===== src/upd_pkg.sv =====
package upd_pkg;

   localparam logic [7:0] CH_PERCENT = 8'h25;
   localparam logic [7:0] CH_PLUS    = 8'h2B;
   localparam logic [7:0] CH_SPACE   = 8'h20;
   localparam logic [3:0] HEX_ALPHA_BASE = 4'd10;

   // decoupling queue between front and back
   localparam int QDEPTH = 4;
   localparam int QPTR_W = $clog2(QDEPTH);

   // most decoded bytes that one input beat can cause
   localparam int MAX_OUT = 3;

   typedef enum logic [1:0] {
      PEND_NONE  = 2'd0,
      PEND_PCT   = 2'd1,
      PEND_DIGIT = 2'd2
   } pend_type;

   // one queue entry: the decoded bytes that one input beat produced
   typedef struct packed {
      logic [1:0]                  count;  // 1..3
      logic [MAX_OUT-1:0][7:0]     bytes;  // bytes[0] goes out first
      logic                        last;
   } cmd_type;

   typedef struct packed {
      logic full;
      logic empty;
   } q_status_type;

   function automatic logic is_hex(input logic [7:0] b);
      is_hex = (b >= 8'h30 && b <= 8'h39) ||
               (b >= 8'h41 && b <= 8'h46) ||
               (b >= 8'h61 && b <= 8'h66);
   endfunction

   // nibble value of a hex digit; only meaningful where is_hex holds
   function automatic logic [3:0] hex_nibble(input logic [7:0] b);
      logic [7:0] t;
      begin
         if (b <= 8'h39) begin
            t = b - 8'h30;
            hex_nibble = t[3:0];
         end else if (b <= 8'h46) begin
            t = b - 8'h41;
            hex_nibble = t[3:0] + HEX_ALPHA_BASE;
         end else begin
            t = b - 8'h61;
            hex_nibble = t[3:0] + HEX_ALPHA_BASE;
         end
      end
   endfunction

endpackage


===== src/url_percent_decoder_core.sv =====
// URL percent decoder (form-urlencoded style).
// Input channel req_*: one raw byte per beat, req_last on the final byte.
// Result channel rsp_*: decoded bytes in order, rsp_last on the final one.
// "%hh" (either case) becomes one byte, '+' becomes a space, other bytes
// pass unchanged. A broken escape or one cut off by req_last is flushed
// literally.
// Structure: a front stage decodes each beat into 0..3 output bytes and
// pushes them as one entry into a 4-entry queue; a back stage drains one
// byte per cycle, while rsp_stall is low, into the output register.
// A decoded byte goes into a queue entry, then into the output register.
// Throughput: one input beat per cycle while rsp_stall is low and each
// beat yields at most one byte; a beat that yields k bytes holds the back
// stage until all k are sent, and req_stall rises once the queue fills.
// A '%' or first hex digit not on a last beat adds no byte of its own.
// Reset (synchronous): escape state cleared, queue emptied, rsp_valid low.
// While rsp_stall is high the output beat holds; the queue keeps taking
// beats until full.
module url_percent_decoder_core (
   input  logic       clock,
   input  logic       reset,
   input  logic       req_valid,
   output logic       req_stall,
   input  logic [7:0] req_byte,
   input  logic       req_last,
   output logic       rsp_valid,
   input  logic       rsp_stall,
   output logic [7:0] rsp_byte,
   output logic       rsp_last
);
   import upd_pkg::*;

   q_status_type q_status;
   cmd_type      push_cmd;
   cmd_type      head_cmd;
   logic         q_push;
   logic         q_pop;

   // input side stalls only on a full queue
   assign req_stall = q_status.full;

   upd_front u_front (
      .clock     (clock),
      .reset     (reset),
      .req_valid (req_valid),
      .req_byte  (req_byte),
      .req_last  (req_last),
      .q_status  (q_status),
      .q_push    (q_push),
      .q_cmd     (push_cmd)
   );

   upd_queue u_queue (
      .clock    (clock),
      .reset    (reset),
      .push     (q_push),
      .push_cmd (push_cmd),
      .pop      (q_pop),
      .head_cmd (head_cmd),
      .status   (q_status)
   );

   upd_back u_back (
      .clock     (clock),
      .reset     (reset),
      .head_cmd  (head_cmd),
      .q_status  (q_status),
      .q_pop     (q_pop),
      .rsp_valid (rsp_valid),
      .rsp_byte  (rsp_byte),
      .rsp_last  (rsp_last),
      .rsp_stall (rsp_stall)
   );

endmodule


===== src/upd_front.sv =====
module upd_front (
   input  logic             clock,
   input  logic             reset,
   input  logic             req_valid,
   input  logic [7:0]       req_byte,
   input  logic             req_last,
   input  upd_pkg::q_status_type q_status,
   output logic             q_push,
   output upd_pkg::cmd_type q_cmd
);
   import upd_pkg::*;

   pend_type   pend_ff, pend_in;
   logic [7:0] held_ff, held_in;

   logic       accept;
   logic       hex;
   logic       do_plain;
   logic       p_emit;
   logic [7:0] p_byte;
   logic       p_hold;
   cmd_type    cmd;

   assign accept = req_valid && !q_status.full;
   assign hex    = is_hex(req_byte);

   // byte handled with nothing held
   always_comb begin
      p_emit = 1'b1;
      p_hold = 1'b0;
      p_byte = req_byte;
      if (req_byte == CH_PERCENT) begin
         if (!req_last) begin
            p_emit = 1'b0;
            p_hold = 1'b1;
         end
      end else if (req_byte == CH_PLUS) begin
         p_byte = CH_SPACE;
      end
   end

   always_comb begin
      cmd      = '0;
      cmd.last = req_last;
      pend_in  = PEND_NONE;
      held_in  = held_ff;
      do_plain = 1'b0;

      unique case (pend_ff)
         PEND_PCT: begin
            if (hex) begin
               if (req_last) begin
                  cmd.count    = 2'd2;
                  cmd.bytes[0] = CH_PERCENT;
                  cmd.bytes[1] = req_byte;
               end else begin
                  held_in = req_byte;
                  pend_in = PEND_DIGIT;
               end
            end else begin
               // broken escape: flush '%' then treat byte as fresh
               cmd.count    = p_emit ? 2'd2 : 2'd1;
               cmd.bytes[0] = CH_PERCENT;
               cmd.bytes[1] = p_byte;
               do_plain     = 1'b1;
            end
         end
         PEND_DIGIT: begin
            if (hex) begin
               cmd.count    = 2'd1;
               cmd.bytes[0] = {hex_nibble(held_ff), hex_nibble(req_byte)};
            end else begin
               cmd.count    = p_emit ? 2'd3 : 2'd2;
               cmd.bytes[0] = CH_PERCENT;
               cmd.bytes[1] = held_ff;
               cmd.bytes[2] = p_byte;
               do_plain     = 1'b1;
            end
         end
         PEND_NONE: begin
            cmd.count    = p_emit ? 2'd1 : 2'd0;
            cmd.bytes[0] = p_byte;
            do_plain     = 1'b1;
         end
         default: begin
            pend_in = PEND_NONE;
         end
      endcase

      if (do_plain && p_hold) begin
         pend_in = PEND_PCT;
      end
      if (req_last) begin
         pend_in = PEND_NONE;
         held_in = '0;
      end
   end

   assign q_cmd  = cmd;
   assign q_push = accept && (cmd.count != 2'd0);

   always_ff @(posedge clock) begin
      if (reset) begin
         pend_ff <= PEND_NONE;
         held_ff <= '0;
      end else if (accept) begin
         pend_ff <= pend_in;
         held_ff <= held_in;
      end
   end

`ifndef SYNTHESIS
   a_last_clears: assert property (@(posedge clock) disable iff (reset)
      (accept && req_last) |=> (pend_ff == PEND_NONE))
      else $error("escape state not cleared after last beat");

   a_last_emits: assert property (@(posedge clock) disable iff (reset)
      (accept && req_last) |-> q_push)
      else $error("last beat produced no output");

   a_held_is_hex: assert property (@(posedge clock) disable iff (reset)
      (pend_ff == PEND_DIGIT) |-> is_hex(held_ff))
      else $error("held digit is not hex");
`endif

endmodule


===== src/upd_queue.sv =====
module upd_queue (
   input  logic             clock,
   input  logic             reset,
   input  logic             push,
   input  upd_pkg::cmd_type push_cmd,
   input  logic             pop,
   output upd_pkg::cmd_type head_cmd,
   output upd_pkg::q_status_type status
);
   import upd_pkg::*;

   cmd_type           entry_ff [QDEPTH];
   logic [QPTR_W-1:0] wr_ptr_ff, wr_ptr_in;
   logic [QPTR_W-1:0] rd_ptr_ff, rd_ptr_in;
   logic [QPTR_W:0]   cnt_ff, cnt_in;
   logic              do_push, do_pop;

   assign status.full  = (cnt_ff == QDEPTH[QPTR_W:0]);
   assign status.empty = (cnt_ff == '0);
   assign do_push      = push && !status.full;
   assign do_pop       = pop && !status.empty;
   assign head_cmd     = entry_ff[rd_ptr_ff];

   always_comb begin
      wr_ptr_in = do_push ? wr_ptr_ff + 1'b1 : wr_ptr_ff;
      rd_ptr_in = do_pop  ? rd_ptr_ff + 1'b1 : rd_ptr_ff;
      cnt_in    = cnt_ff;
      if (do_push && !do_pop) begin
         cnt_in = cnt_ff + 1'b1;
      end else if (do_pop && !do_push) begin
         cnt_in = cnt_ff - 1'b1;
      end
   end

   always_ff @(posedge clock) begin
      if (reset) begin
         wr_ptr_ff <= '0;
         rd_ptr_ff <= '0;
         cnt_ff    <= '0;
      end else begin
         wr_ptr_ff <= wr_ptr_in;
         rd_ptr_ff <= rd_ptr_in;
         cnt_ff    <= cnt_in;
      end
   end

   always_ff @(posedge clock) begin
      if (do_push) begin
         entry_ff[wr_ptr_ff] <= push_cmd;
      end
   end

`ifndef SYNTHESIS
   a_no_overflow: assert property (@(posedge clock) disable iff (reset)
      !(push && status.full))
      else $error("push into full queue");

   a_no_underflow: assert property (@(posedge clock) disable iff (reset)
      !(pop && status.empty))
      else $error("pop from empty queue");

   a_ptr_track: assert property (@(posedge clock) disable iff (reset)
      (cnt_ff[QPTR_W-1:0] == wr_ptr_ff - rd_ptr_ff))
      else $error("queue count and pointers disagree");
`endif

endmodule


===== src/upd_back.sv =====
module upd_back (
   input  logic             clock,
   input  logic             reset,
   input  upd_pkg::cmd_type head_cmd,
   input  upd_pkg::q_status_type q_status,
   output logic             q_pop,
   output logic             rsp_valid,
   output logic [7:0]       rsp_byte,
   output logic             rsp_last,
   input  logic             rsp_stall
);
   import upd_pkg::*;

   logic [1:0] idx_ff, idx_in;
   logic       valid_ff, valid_in;
   logic [7:0] byte_ff, byte_in;
   logic       last_ff, last_in;
   logic       load;
   logic       at_end;

   assign load   = !valid_ff || !rsp_stall;
   assign at_end = (idx_ff == head_cmd.count - 2'd1);
   assign q_pop  = load && !q_status.empty && at_end;

   always_comb begin
      idx_in   = idx_ff;
      valid_in = valid_ff;
      byte_in  = byte_ff;
      last_in  = last_ff;
      if (load) begin
         valid_in = !q_status.empty;
         if (!q_status.empty) begin
            byte_in = head_cmd.bytes[idx_ff];
            last_in = head_cmd.last && at_end;
            idx_in  = at_end ? 2'd0 : idx_ff + 2'd1;
         end
      end
   end

   always_ff @(posedge clock) begin
      if (reset) begin
         idx_ff   <= '0;
         valid_ff <= 1'b0;
      end else begin
         idx_ff   <= idx_in;
         valid_ff <= valid_in;
      end
   end

   always_ff @(posedge clock) begin
      byte_ff <= byte_in;
      last_ff <= last_in;
   end

   assign rsp_valid = valid_ff;
   assign rsp_byte  = byte_ff;
   assign rsp_last  = last_ff;

`ifndef SYNTHESIS
   a_idx_in_range: assert property (@(posedge clock) disable iff (reset)
      !q_status.empty |-> (idx_ff < head_cmd.count))
      else $error("byte index beyond entry");

   a_idx_rest: assert property (@(posedge clock) disable iff (reset)
      q_status.empty |-> (idx_ff == 2'd0))
      else $error("byte index not at rest with empty queue");

   a_pop_wraps: assert property (@(posedge clock) disable iff (reset)
      q_pop |=> (idx_ff == 2'd0))
      else $error("index not reset after pop");
`endif

endmodule

===== config.mk =====
export PLATFORM = sky130hd
export DESIGN_NAME = url_percent_decoder_core
export DESIGN_NICKNAME = d
export VERILOG_FILES = /design/src/upd_pkg.sv /design/src/url_percent_decoder_core.sv /design/src/upd_front.sv /design/src/upd_queue.sv /design/src/upd_back.sv
export SDC_FILE = /design/constraint.sdc
export NUM_CORES = 1
export LEC_CHECK = 0
export ABC_AREA = 0
export BUFFER_PORTS_ARGS = -buffer_cell sky130_fd_sc_hd__buf_2
export CAP_MARGIN = 10
export CORE_UTILIZATION = 42
export DETAILED_ROUTE_END_ITERATION = 12
export PLACE_DENSITY = 0.64
export RECOVER_POWER = 50
export SLEW_MARGIN = 10
export SYNTH_ARGS = -nofsm -noshare
export SYNTH_HDL_FRONTEND = slang
export SYNTH_SLANG_ARGS = --single-unit

===== constraint.sdc =====
create_clock -name clock -period 4 [get_ports clock]
set_clock_uncertainty 0.15 [all_clocks]
set_input_delay 0.2 -clock clock [delete_from_list [all_inputs] [get_ports clock]]
set_output_delay 0.2 -clock clock [all_outputs]
set_load 0.01 [all_outputs]

==> impl_metrics.tcl <==
set metrics [dict create \
    fmax_mhz 265.0 \
    syn-cell-area_sq_um 6173 \
    cts.sinks 139 \
    wl_met1_um 5435 \
    ys_seq_area_frac 0.6405 \
    postPlaceCellArea_sq_um 6507 \
    antenna_cells 0 \
    synth_area_leaders "edfxtp_1 57%, mux4_2 9.9%, dfxtp_1 7.1%" \
    cts_tree "built" \
    min_period_over_period 0.9433 \
    hold_violations 0 \
    syn_inst 397 \
    grt_max_degree 28 \
    total_power_mw 4.383 \
    fin_crit_ns 3.773 \
    cts_resized 0 \
    async_flop_share 0 \
    first_pass_iters 4 \
    maxCapViolCount 0 \
    arrival_ns 3.97 \
    path_class "in -> reg" \
    drc_errors 0 \
    grt_pass1_vias 3551 \
    cp_cell_sequence "dlygate4sd3_1 > buf_2 > nor3b_1 > nor2b_4 > and4_4 > mux2_4 > a311oi_4 > ha_1 > inv_1 > fa_1 > xor2_1 > or3_1 > a21oi_1" \
    grt_pass1_wl_um 19020 \
    routedWlPerCell_um 18.92 \
    r2r_setup_slack_ns 0.76 \
    yosys.area.top_type "edfxtp_1" \
    fin_util 0.5094 \
    instances_no_fill 635 \
    wl_met2_um 5944 \
    drive_above_1_share 0.1978 \
    rows 43 \
    cp-start-kind "input port" \
    yosys.area.top_type_share 0.5691 \
    grt_use_total 0.1757 \
    synth_common_cells "117 x edfxtp_1, 27 x mux4_2, 22 x dfxtp_1" \
    status "completed" \
    setup_tns_ns 0 \
    required_ns 4.20 \
    wl_um 12020 \
    drtAntennaViolNets 0 \
    vias 3453 \
    io_pins 24 \
    via_per_inst 5.438 \
    synth_edf_count 117 \
    initial_utilization 0.4380 \
    fin_nets 473 \
    synth_ff_type "edfxtp_1" \
    clk_pin_slew_ns 0.06 \
    topRoutingLayerUsed "met4" \
    cts-buffers-inserted 17 \
    setup_violations 0 \
    slowest_stage "dlygate4sd3_1" \
    placed_cells 592 \
    syn_avg_cell_area_sq_um 15.55 \
    yosysWarnings 0 \
    drt_iter0_drc 216 \
    clkLatencyLatePin_ns 0.41 \
    clock_path_buffers 2 \
    drv_slew 0 \
    area_growth_pct 16.32 \
    dpl.hpwl_um 7844 \
    wl_met3_um 457 \
    die_w_um 123.2 \
    synth_fp_nets 428 \
    hp-class "in -> reg" \
    critPathMaxStageDelay_ns 0.52 \
    cp-end-kind "flop" \
    p_per_area_nw_per_um2 610.5 \
    slew_headroom 0.3625 \
    rsz0062_at_grt "no" \
    leakage_nw 2.434 \
    grt_antenna_before_repair 0 \
    fillers 1189 \
    overflow 0 \
    ys_types 58 \
    die_h_um 123.2 \
    place.port_buffers 23 \
    coreArea_sq_um 14100 \
    worst_pin_slew_ns 0.9562 \
    final_area_sq_um 7181 \
    synth_seq_cells 139 \
    htreeDepth 4 \
    dieArea_sq_um 15190 \
    cp_max_fo 8 \
    ir_drop_uv 320.2 \
    place_congestion 0.8917 \
    yosysMostFrequentCell "edfxtp_1" \
    root_buffer "clkbuf_16" \
]
[state kept, by name (all words and copies together) (netlist names), named ones only]
| name | cells |
|---|---|
| u_back.idx_ff | 2 |
| u_back.rsp_byte | 8 |
| u_back.rsp_last | 1 |
| u_back.rsp_valid | 1 |
| u_front.held_ff | 8 |
| u_front.pend_ff | 2 |
| u_queue.cnt_ff | 3 |
| u_queue.entry_ff | 108 |
| u_queue.rd_ptr_ff | 2 |
| u_queue.wr_ptr_ff | 2 |
[critical path: cells and delay by family]
kind                       cells  cell delay (ns)
and+or+nand+nor                4             1.29
muxes                          1             0.32
adders and majority gates      2             0.68
AOI/OAI and AO/OA              2             0.53
buffers and inverters          3             0.79
xor gates and xnor gates       1             0.17
[routing by layer]
metal,global-route usage,up-vias
met2,0.2881,73
met3,0.04197,14
met5,0,-
met1,0.2233,1748
met4,0.07380,0
li1,-,1618
[worst paths after layout]
check | from | depth (start not counted) | endpoint
max | req_byte[5] | 13 | u_queue.cnt_ff[2]
min | reset | 2 | flop
max reg2reg | u_front.pend_ff[0] | 11 | u_queue.cnt_ff[2]
min reg2reg | u_back.rsp_valid | 2 | u_back.rsp_valid
[cell type report]
class,instances,area [sq um],share of cell area
clock buffer,21,460.4,0.06412
clock inverter,11,145.1,0.02021
inverter,21,78.83,0.01098
multi-input combinational,218,2038,0.2838
sequential,139,3954,0.5506
tap,180,225.2,0.03136
timing repair buffer,45,279.0,0.03886
[stage by stage]
step | hold slack, ns | setup WS, ns
after global placement | 0.2980 | 0.4048
after detailed placement | 0.3041 | 0.2958
after floorplan | 0.1489 | 0.6936
after CTS | 0.008496 | 0.1949
after global routing | 0.03453 | 0.04546
final | 0.01340 | 0.2267
[kinds of logic after synthesis]
group / share of synthesized area
multiplexers: 0.1230
XOR/XNOR: 0.01419
AND/OR/NAND/NOR: 0.08168
flip-flops: 0.6405
adder cells (fa/ha/maj): 0.03770
buffers and inverters: 0.02736
AO/OA/AOI/OAI: 0.07560
[layout by cell type (no fill, tap or decap), drive strengths merged, types with 5 or more instances in the layout]
cell type,Yosys,routed
nor2b,6,6
nand2,20,20
edfxtp,117,117
a32oi,5,5
a22o,7,7
and2,8,8
nand2b,10,10
a22oi,6,6
inv,21,21
ha,17,17
dlygate4sd3,0,9
clkbuf,9,37
nor2,21,21
mux2i,11,11
a21oi,11,11
and3,9,9
mux4,27,27
dfxtp,22,22
xnor2,6,6
buf,10,20
o22ai,8,8
clkinv,0,5
[where the power goes]
| group | total [mW] | switching (mW) | internal, mW |
|---|---|---|---|
| Combinational | 0.943 | 0.514 | 0.429 |
| Sequential | 1.86 | 0.0633 | 1.80 |
| Clock | 1.58 | 0.568 | 1.01 |
[what timing repair did]
item,4_1_cts,5_1_grt
setup buffers,0,2
hold endpoints to repair,12,0
endpoints found under the setup margin,0,1
hold buffers,9,0
(Power assumes the default switching activity.)
